<file path="config.mk">
export PLATFORM = sky130hd
export DESIGN_NAME = block_cache_clock_tag_engine
export DESIGN_NICKNAME = d
export VERILOG_FILES = /design/src/design/bcct_pkg.sv /design/src/design/block_cache_clock_tag_engine.sv /design/src/design/bcct_ram.sv /design/src/design/bcct_policy.sv
export SDC_FILE = /design/constraint.sdc
export NUM_CORES = 2
export LEC_CHECK = 0
export BUFFER_PORTS_ARGS = -buffer_cell sky130_fd_sc_hd__buf_4
export CAP_MARGIN = 30
export CELL_PAD_IN_SITES_DETAIL_PLACEMENT = 0
export CELL_PAD_IN_SITES_GLOBAL_PLACEMENT = 1
export CORE_ASPECT_RATIO = 1.75
export CORE_UTILIZATION = 35
export CTS_CLUSTER_DIAMETER = 60
export CTS_CLUSTER_SIZE = 16
export DETAILED_ROUTE_END_ITERATION = 6
export PLACE_DENSITY_LB_ADDON = 0.1
export SLEW_MARGIN = 20
export SYNTH_ARGS = -nofsm -noshare
export SYNTH_HDL_FRONTEND = slang
export SYNTH_HIERARCHICAL = 1
export SYNTH_SLANG_ARGS = --single-unit
</file>
<file path="constraint.sdc">
create_clock -name i_clk -period 14.2 [get_ports i_clk]
set_input_delay 2.13 -clock i_clk [delete_from_list [all_inputs] [get_ports i_clk]]
set_output_delay 2.13 -clock i_clk [all_outputs]
set_load 0.02 [all_outputs]
</file>
<file path="src/design/bcct_pkg.sv">
// Types and constants of the block cache clock tag engine.
`timescale 1ns / 1ps
package bcct_pkg;

    localparam int CACHE_ENTRIES_DEF = 32;
    localparam int TAG_W             = 32;

    localparam logic [TAG_W-1:0] BLANK_TAG = 32'hFFFF_FFFF;

    // commands
    localparam logic [1:0] CMD_READ      = 2'd0;
    localparam logic [1:0] CMD_WRITE     = 2'd1;
    localparam logic [1:0] CMD_WB_DONE   = 2'd2;
    localparam logic [1:0] CMD_FILL_DONE = 2'd3;

    // result kinds
    localparam logic [2:0] K_HIT       = 3'd0;
    localparam logic [2:0] K_FILL      = 3'd1;
    localparam logic [2:0] K_WRITEBACK = 3'd2;
    localparam logic [2:0] K_NOVICTIM  = 3'd3;
    localparam logic [2:0] K_ACK       = 3'd4;

    typedef struct packed {
        logic [1:0]       command;
        logic [TAG_W-1:0] sector;
        logic [4:0]       entry_index;
    } t_in;

    typedef struct packed {
        logic [2:0]       kind;
        logic [4:0]       slot;
        logic [TAG_W-1:0] block_number;
        logic             fill_pending;
        logic             last;
    } t_out;

    // bit 3 pending, bit 2 pinned, bit 1 dirty, bit 0 accessed
    typedef struct packed {
        logic pending;
        logic pinned;
        logic dirty;
        logic accessed;
    } t_flags;

    typedef struct packed {
        t_flags           flags;
        logic [TAG_W-1:0] tag;
    } t_entry;

    // one clock sweep decision
    typedef struct packed {
        logic   wr;
        logic   wb;
        logic   claim;
        t_flags flags;
    } t_policy;

endpackage

</file>
<file path="src/design/block_cache_clock_tag_engine.sv">
// Top level of the block cache tag and clock replacement engine.
`timescale 1ns / 1ps
// Usage:
//   Command channel: drive i_req and raise start; the word is taken at the
//   rising edge where start is high and busy is low. Commands are read
//   access, write access, write-back done and fill done.
//   Result channel: each result word sits on o_rsp for one cycle with
//   o_strobe high; o_rsp.last marks the final word of a command. The
//   receiver cannot stall, so the results flow out at the engine's pace.
//   Scan: tags and flags live in one RAM with one read port, so the tag
//   scan reads one entry per cycle. A hit ends the scan at the matching
//   entry; a miss scans all CACHE_ENTRIES entries, then the clock sweep
//   visits one entry per cycle, at most 2*CACHE_ENTRIES entries, and sends
//   a no-victim word if it claims none. Write-back requests come out during
//   the sweep. A completion takes one RAM read before it answers; an
//   out-of-range completion or a no-sector access answers without a RAM read.
//   busy is high from acceptance until the cycle the last word is shown.
//   Reset: i_rst_n low at a rising edge clears the state machine, the clock
//   hand and the per-entry valid bits; an entry never written reads as tag
//   all ones with all flags clear, so no clearing pass is needed.
module block_cache_clock_tag_engine import bcct_pkg::*; #(
    parameter int CACHE_ENTRIES = CACHE_ENTRIES_DEF
) (
    input  logic i_clk,
    input  logic i_rst_n,
    input  logic start,
    input  t_in  i_req,
    output logic busy,
    output logic o_strobe,
    output t_out o_rsp
);

    localparam int IW = $clog2(CACHE_ENTRIES);
    localparam int CW = $clog2(2 * CACHE_ENTRIES);
    localparam logic [IW-1:0] LAST_IDX   = IW'(CACHE_ENTRIES - 1);
    localparam logic [CW-1:0] LAST_VISIT = CW'(2 * CACHE_ENTRIES - 1);

    localparam logic [2:0] S_IDLE   = 3'd0;
    localparam logic [2:0] S_CMPL   = 3'd1;
    localparam logic [2:0] S_SEARCH = 3'd2;
    localparam logic [2:0] S_SWEEP  = 3'd3;
    localparam logic [2:0] S_FAIL   = 3'd4;

    logic [2:0]               r_state, n_state;
    logic [1:0]               r_cmd, n_cmd;
    logic [TAG_W-1:0]         r_sector, n_sector;
    logic [IW-1:0]            r_ptr, n_ptr;
    logic [IW-1:0]            r_hand, n_hand;
    logic [CW-1:0]            r_cnt, n_cnt;
    logic [CACHE_ENTRIES-1:0] r_valid, n_valid;
    logic                     r_rd_valid;
    logic                     r_strobe, n_strobe;
    t_out                     r_rsp, n_rsp;

    logic                     ram_we;
    logic [IW-1:0]            ram_waddr;
    t_entry                   ram_wdata;
    logic [IW-1:0]            ram_raddr;
    logic [$bits(t_entry)-1:0] ram_rdata;

    t_entry  rd_entry;
    t_flags  upd_flags;
    t_policy pol;
    logic [IW-1:0] ptr_next;

    function automatic t_out make_rsp(input logic [2:0] kind, input logic [4:0] slot,
                                      input logic [TAG_W-1:0] blk, input logic pend,
                                      input logic last);
        t_out rsp;
        rsp.kind         = kind;
        rsp.slot         = slot;
        rsp.block_number = blk;
        rsp.fill_pending = pend;
        rsp.last         = last;
        return rsp;
    endfunction

    bcct_ram #(
        .WIDTH ($bits(t_entry)),
        .DEPTH (CACHE_ENTRIES)
    ) u_ram (
        .i_clk   (i_clk),
        .i_we    (ram_we),
        .i_waddr (ram_waddr),
        .i_wdata (ram_wdata),
        .i_raddr (ram_raddr),
        .o_rdata (ram_rdata)
    );

    // an entry never written reads as its reset value
    always_comb begin
        if (r_rd_valid) begin
            rd_entry = ram_rdata;
        end else begin
            rd_entry.flags = '0;
            rd_entry.tag   = BLANK_TAG;
        end
    end

    bcct_policy u_policy (
        .i_flags (rd_entry.flags),
        .o_pol   (pol)
    );

    assign ptr_next = (r_ptr == LAST_IDX) ? '0 : r_ptr + 1'b1;

    always_comb begin
        n_state   = r_state;
        n_cmd     = r_cmd;
        n_sector  = r_sector;
        n_ptr     = r_ptr;
        n_hand    = r_hand;
        n_cnt     = r_cnt;
        n_valid   = r_valid;
        n_strobe  = 1'b0;
        n_rsp     = r_rsp;
        ram_we    = 1'b0;
        ram_waddr = r_ptr;
        ram_wdata = rd_entry;
        ram_raddr = r_ptr;
        upd_flags = rd_entry.flags;

        case (r_state)
            S_IDLE: begin
                if (start) begin
                    n_cmd    = i_req.command;
                    n_sector = i_req.sector;
                    if (i_req.command inside {CMD_WB_DONE, CMD_FILL_DONE}) begin
                        if (32'(i_req.entry_index) >= CACHE_ENTRIES) begin
                            // out-of-range completion: acknowledge, change nothing
                            n_strobe = 1'b1;
                            n_rsp = make_rsp(K_ACK, i_req.entry_index, BLANK_TAG,
                                             1'b0, 1'b1);
                        end else begin
                            n_ptr     = IW'(i_req.entry_index);
                            ram_raddr = IW'(i_req.entry_index);
                            n_state   = S_CMPL;
                        end
                    end else if (i_req.sector == BLANK_TAG) begin
                        n_strobe = 1'b1;
                        n_rsp = make_rsp(K_NOVICTIM, 5'd0, BLANK_TAG, 1'b0, 1'b1);
                    end else begin
                        // start the tag scan at entry zero
                        n_ptr     = '0;
                        ram_raddr = '0;
                        n_state   = S_SEARCH;
                    end
                end
            end

            S_CMPL: begin
                upd_flags.pinned = 1'b0;
                if (r_cmd == CMD_WB_DONE) begin
                    upd_flags.dirty = 1'b0;
                end else begin
                    upd_flags.pending = 1'b0;
                end
                ram_we          = 1'b1;
                ram_wdata.flags = upd_flags;
                n_strobe        = 1'b1;
                n_rsp   = make_rsp(K_ACK, 5'(r_ptr), rd_entry.tag, 1'b0, 1'b1);
                n_state = S_IDLE;
            end

            S_SEARCH: begin
                if (rd_entry.tag == r_sector) begin
                    upd_flags.accessed = 1'b1;
                    if (r_cmd == CMD_WRITE) begin
                        upd_flags.dirty = 1'b1;
                    end
                    ram_we          = 1'b1;
                    ram_wdata.flags = upd_flags;
                    n_strobe        = 1'b1;
                    n_rsp   = make_rsp(K_HIT, 5'(r_ptr), r_sector, upd_flags.pending,
                                       1'b1);
                    n_state = S_IDLE;
                end else if (r_ptr == LAST_IDX) begin
                    // miss: hand over to the clock sweep without a bubble
                    n_ptr     = r_hand;
                    ram_raddr = r_hand;
                    n_cnt     = '0;
                    n_state   = S_SWEEP;
                end else begin
                    n_ptr     = ptr_next;
                    ram_raddr = ptr_next;
                end
            end

            S_SWEEP: begin
                // advance the hand past the visited entry, read the next one
                n_hand    = ptr_next;
                n_ptr     = ptr_next;
                ram_raddr = ptr_next;
                n_cnt     = r_cnt + 1'b1;
                ram_we          = pol.wr;
                ram_wdata.flags = pol.flags;
                if (pol.claim) begin
                    ram_wdata.tag = r_sector;
                    n_strobe      = 1'b1;
                    n_rsp   = make_rsp(K_FILL, 5'(r_ptr), r_sector, 1'b0, 1'b1);
                    n_state = S_IDLE;
                end else begin
                    if (pol.wb) begin
                        n_strobe = 1'b1;
                        n_rsp = make_rsp(K_WRITEBACK, 5'(r_ptr), rd_entry.tag, 1'b0,
                                         1'b0);
                    end
                    if (r_cnt == LAST_VISIT) begin
                        n_state = S_FAIL;
                    end
                end
            end

            S_FAIL: begin
                n_strobe = 1'b1;
                n_rsp    = make_rsp(K_NOVICTIM, 5'd0, r_sector, 1'b0, 1'b1);
                n_state  = S_IDLE;
            end

            default: begin
                n_state = S_IDLE;
            end
        endcase

        if (ram_we) begin
            n_valid[ram_waddr] = 1'b1;
        end
    end

    always_ff @(posedge i_clk) begin
        if (!i_rst_n) begin
            r_state  <= S_IDLE;
            r_hand   <= '0;
            r_valid  <= '0;
            r_strobe <= 1'b0;
        end else begin
            r_state  <= n_state;
            r_hand   <= n_hand;
            r_valid  <= n_valid;
            r_strobe <= n_strobe;
        end
    end

    // payload and scan registers: no reset needed
    always_ff @(posedge i_clk) begin
        r_cmd      <= n_cmd;
        r_sector   <= n_sector;
        r_ptr      <= n_ptr;
        r_cnt      <= n_cnt;
        r_rsp      <= n_rsp;
        r_rd_valid <= r_valid[ram_raddr];
    end

    assign busy     = (r_state != S_IDLE);
    assign o_strobe = r_strobe;
    assign o_rsp    = r_rsp;

endmodule

</file>
<file path="src/design/bcct_ram.sv">
// Generic single-write, single-read RAM with registered read data.
`timescale 1ns / 1ps
module bcct_ram #(
    parameter int WIDTH = 8,
    parameter int DEPTH = 32
) (
    input  logic                     i_clk,
    input  logic                     i_we,
    input  logic [$clog2(DEPTH)-1:0] i_waddr,
    input  logic [WIDTH-1:0]         i_wdata,
    input  logic [$clog2(DEPTH)-1:0] i_raddr,
    output logic [WIDTH-1:0]         o_rdata
);

    logic [WIDTH-1:0] mem [DEPTH];

    always_ff @(posedge i_clk) begin
        if (i_we) begin
            mem[i_waddr] <= i_wdata;
        end
        o_rdata <= mem[i_raddr];
    end

endmodule

</file>
<file path="src/design/bcct_policy.sv">
// Clock sweep decision for one visited entry.
`timescale 1ns / 1ps
module bcct_policy import bcct_pkg::*; (
    input  t_flags  i_flags,
    output t_policy o_pol
);

    always_comb begin
        o_pol       = '0;
        o_pol.flags = i_flags;
        if (!i_flags.pinned) begin
            o_pol.wr = 1'b1;
            if (i_flags.dirty) begin
                // pin until the write-back completes
                o_pol.wb           = 1'b1;
                o_pol.flags.pinned = 1'b1;
            end else if (i_flags.accessed) begin
                // second chance
                o_pol.flags.accessed = 1'b0;
            end else begin
                o_pol.claim         = 1'b1;
                o_pol.flags         = '0;
                o_pol.flags.pending = 1'b1;
                o_pol.flags.pinned  = 1'b1;
            end
        end
    end

endmodule

</file>
==> flow_summary.yaml <==
worst_setup_path:
  worstPathMaxFanout: 118
  timing.critical_path.from_type: "flop"
  start_to_end_type_of_the_worst_setup_path: "flop to flop"
  critical_path.slowest_cell: "nor4_2"
  slowest_delay_ns: 0.70
  crit_required_ns: 14.76
  path_cells: "buf_4 -> or3b_2 -> a21oi_1 -> a311oi_1 -> nor4_2 -> nand3_2 -> a21oi_4 -> nor2_4 -> inv_8 -> buf_12 -> buf_12 -> mux2i_1 -> a22o_1 -> nor3_1 -> a31oi_1 -> nand3_1"
  setup.worst_path.end_class: "flop"
  worst-r2r-cell-count: 16
  cp_common_cell: "buf_12"
  worst_ep_arrival_time_ns: 7.65
status:
  status: "completed"
clock_tree:
  postCtsHoldBufs: 0
  clock_latency_ns: 0.71
  numCtsBuffers: 97
  post_cts_resized: 0
  clock_tree.buffer_depth: 3
  cts_sink_count: 1317
  cts_htree_levels: 3
  cts_post_setup_buffers_inserted: 0
  cts.clk_slew.worst_paths_ns: 0.07
  tritoncts: "yes"
  clk_root_buffer_cell: "clkbuf_16"
sta:
  tns_ns: 0
  grt_setup_unrepaired: "false"
  layout_min_cycle_time_ns: 7.088
  finalHoldViolCount: 0
  fin_skew_ns: 0.02589
  worst_slew_pin_slew_ns: 1.102
  fin_crit_sh_pct: 49.92
  count_of_pins_over_their_slew_limit: 0
  setup_violations: 0
  slew_headroom_pct: 26.53
  clock.fmax_ghz: 0.1411
pwr:
  power_per_cell_area_mw_per_mm2: 185.2
  leakage_uw: 0.01925
  worst_ir_drop_vdd_v: 0.0001695
  total_power_uw: 10900
global_routing:
  grt-ovfl-total: 0
  grt_start_max_net_pins: 140
  wire_length_of_the_first_global_routing_pass_um: 226100
  grt_antenna_before_repair: 4
  first_global_vias: 29480
  global_route.usage.total_pct: 21.29
place:
  placedCellCount: 5250
  numPortBuffers: 85
  dp.final_hpwl_um: 85820
  finalWeightedCongestion: 0.7766
routing:
  drtAntennaViolNets: 0
  first_pass_iters: 5
  drc_errors: 0
  via_count: 29490
  route.detailed.wl_per_inst_um: 29.97
  finalWirelength_um: 162500
  drt_iter0_drc: 2203
  via_per_inst: 5.440
floorplan:
  initial_util_pct: 35.33
  die-area_mm2: 0.1518
  pin_count: 86
  rows: 187
  core-area_mm2: 0.1488
  dieHeight_um: 514.7
  dieWidth_um: 295.0
logic_synthesis:
  syn_avg_cell_area_um2: 16.02
  synthFlopType: "edfxtp_1"
  netlist_top_cells_count: "edfxtp_1, mux2i_1, nand2_1, a21oi_1, nand3_1"
  synthesized_net_count: 3329
  netlist_instances: 3281
  yosys.area.top_type: "edfxtp_1"
  yosysWarnings: 6
  yosys.cell_count.top_type: "edfxtp_1"
  synth_seq_area_share_pct: 73.65
  number_of_synthesized_flops_with_an_enable_pin: 1234
  ys_ff_latch: 1317
  netlist_area_mm2: 0.05257
  synthDistinctLibCells: 64
  netlist.area_leader.share_pct: 70.49
  netlist_top_cells_area: "edfxtp_1, mux2i_1, dfxtp_1"
  synth-async-reset-ratio_pct: 0
layout:
  fin_cells: 5421
  fraction_of_final_layout_cells_sized_beyond_drive_strength_1_pct: 11.55
  syn2layout_area_growth_pct: 11.97
  design.final.nets: 3415
  seqCellArea_mm2: 0.03872
  multi_input_area_mm2: 0.01302
  nFillCells: 13660
min_path:
  whs_path_depth: 2
  type_of_the_most_critical_hold_path: "flop to flop"
flow_run:
  timing.max_cap.violations: 0
critical path: cells and delay by family, from the launching register on:
kind	cells	cell delay, ns
buffers and inverters	4	2.20
multiplexers	1	0.31
flip-flops	1	0.64
AO/OA/AOI/OAI	5	1.02
AND/OR/NAND/NOR	6	2.06
registers in the layout, indices dropped and copies added, names as in the netlist, 3 cells and up:
signal,flops
o_rsp,42
u_ram/mem,1152
r_hand,5
r_valid,32
r_state,3
r_ptr,5
u_ram/o_rdata,36
r_sector,32
r_cnt,6
where the power goes:
| part | internal [uW] | total (uW) | switching (uW) |
|---|---|---|---|
| sequential | 4780 | 4970 | 195 |
| clock | 1340 | 2690 | 1350 |
| combinational | 1110 | 3240 | 2130 |
| total | 7230 | 10900 | 3670 |
layer usage:
metal / track usage [%] / share of wire (%) / vias up
li1: - / - / 12920
met1: 27.51 / 42 / 15640
met2: 37.62 / 51 / 758
met3: 2.138 / 4.0 / 178
met4: 5.908 / 2.5 / 0
met5: 0 / 0 / -
stage by stage:
stage / area (um^2) / hold slack, ns / worst slack, ns / util (%)
floorplan: 52570 / 0.4304 / 9.273 / -
global placement: 55600 / 0.4388 / 6.725 / 37.36
CTS: 58810 / 0.4557 / 7.054 / 39.52
global route: 58860 / 0.4715 / 6.757 / 39.55
finish: 58860 / 0.4601 / 7.112 / 39.55
detailed placement: 55910 / 0.4452 / 6.794 / 37.57
layout make-up:
| class | instances | area share [%] |
|---|---|---|
| diodes | 1 | 0.004252 |
| flip-flops and latches | 1317 | 65.78 |
| repair buffers | 174 | 2.755 |
| well taps | 1984 | 4.218 |
| multi-input cells | 1746 | 22.11 |
| inverters | 31 | 0.2105 |
| clock inverters | 21 | 0.4039 |
| clock buffers | 147 | 4.515 |
cells by family after synthesis:
group | after synthesis | share of synthesized area [%]
compound gates | 499 | 6.343
flops | 1317 | 73.65
xor+xnor | 23 | 0.3832
buf+inv | 218 | 2.333
simple gates | 613 | 5.565
mux | 605 | 11.58
fa+ha+maj | 6 | 0.1428
path summary, 6_finish.rpt:
kind                     startpoint                       end  slack, ns
max reg2reg      r_rd_valid$_DFF_P_  u_ram/o_rdata[0]$_DFF_P_       7.11
max              r_rd_valid$_DFF_P_  u_ram/o_rdata[0]$_DFF_P_       7.11
min          r_hand[4]$_SDFFE_PN0P_    r_hand[4]$_SDFFE_PN0P_       0.46
min reg2reg  r_hand[4]$_SDFFE_PN0P_    r_hand[4]$_SDFFE_PN0P_       0.46
layout by cell type (no fill, tap or decap), types with 14 or more instances in the layout:
cell type  instances
nand3_1          143
nand3b_1          17
nor2_4            35
o31ai_1           14
a31oi_1           50
mux2i_1          580
o21ai_0           32
dfxtp_1           82
mux2_2            25
nor2_1            73
clkbuf_1          48
a21oi_1          151
inv_1             29
a22o_1            72
buf_4            153
clkbuf_16         99
nand2_1          199
xor2_1            18
edfxtp_1        1234
nor3_1            53
nand2b_1          18
a22oi_1          128
Note: power is estimated with default switching activity, not from simulation.
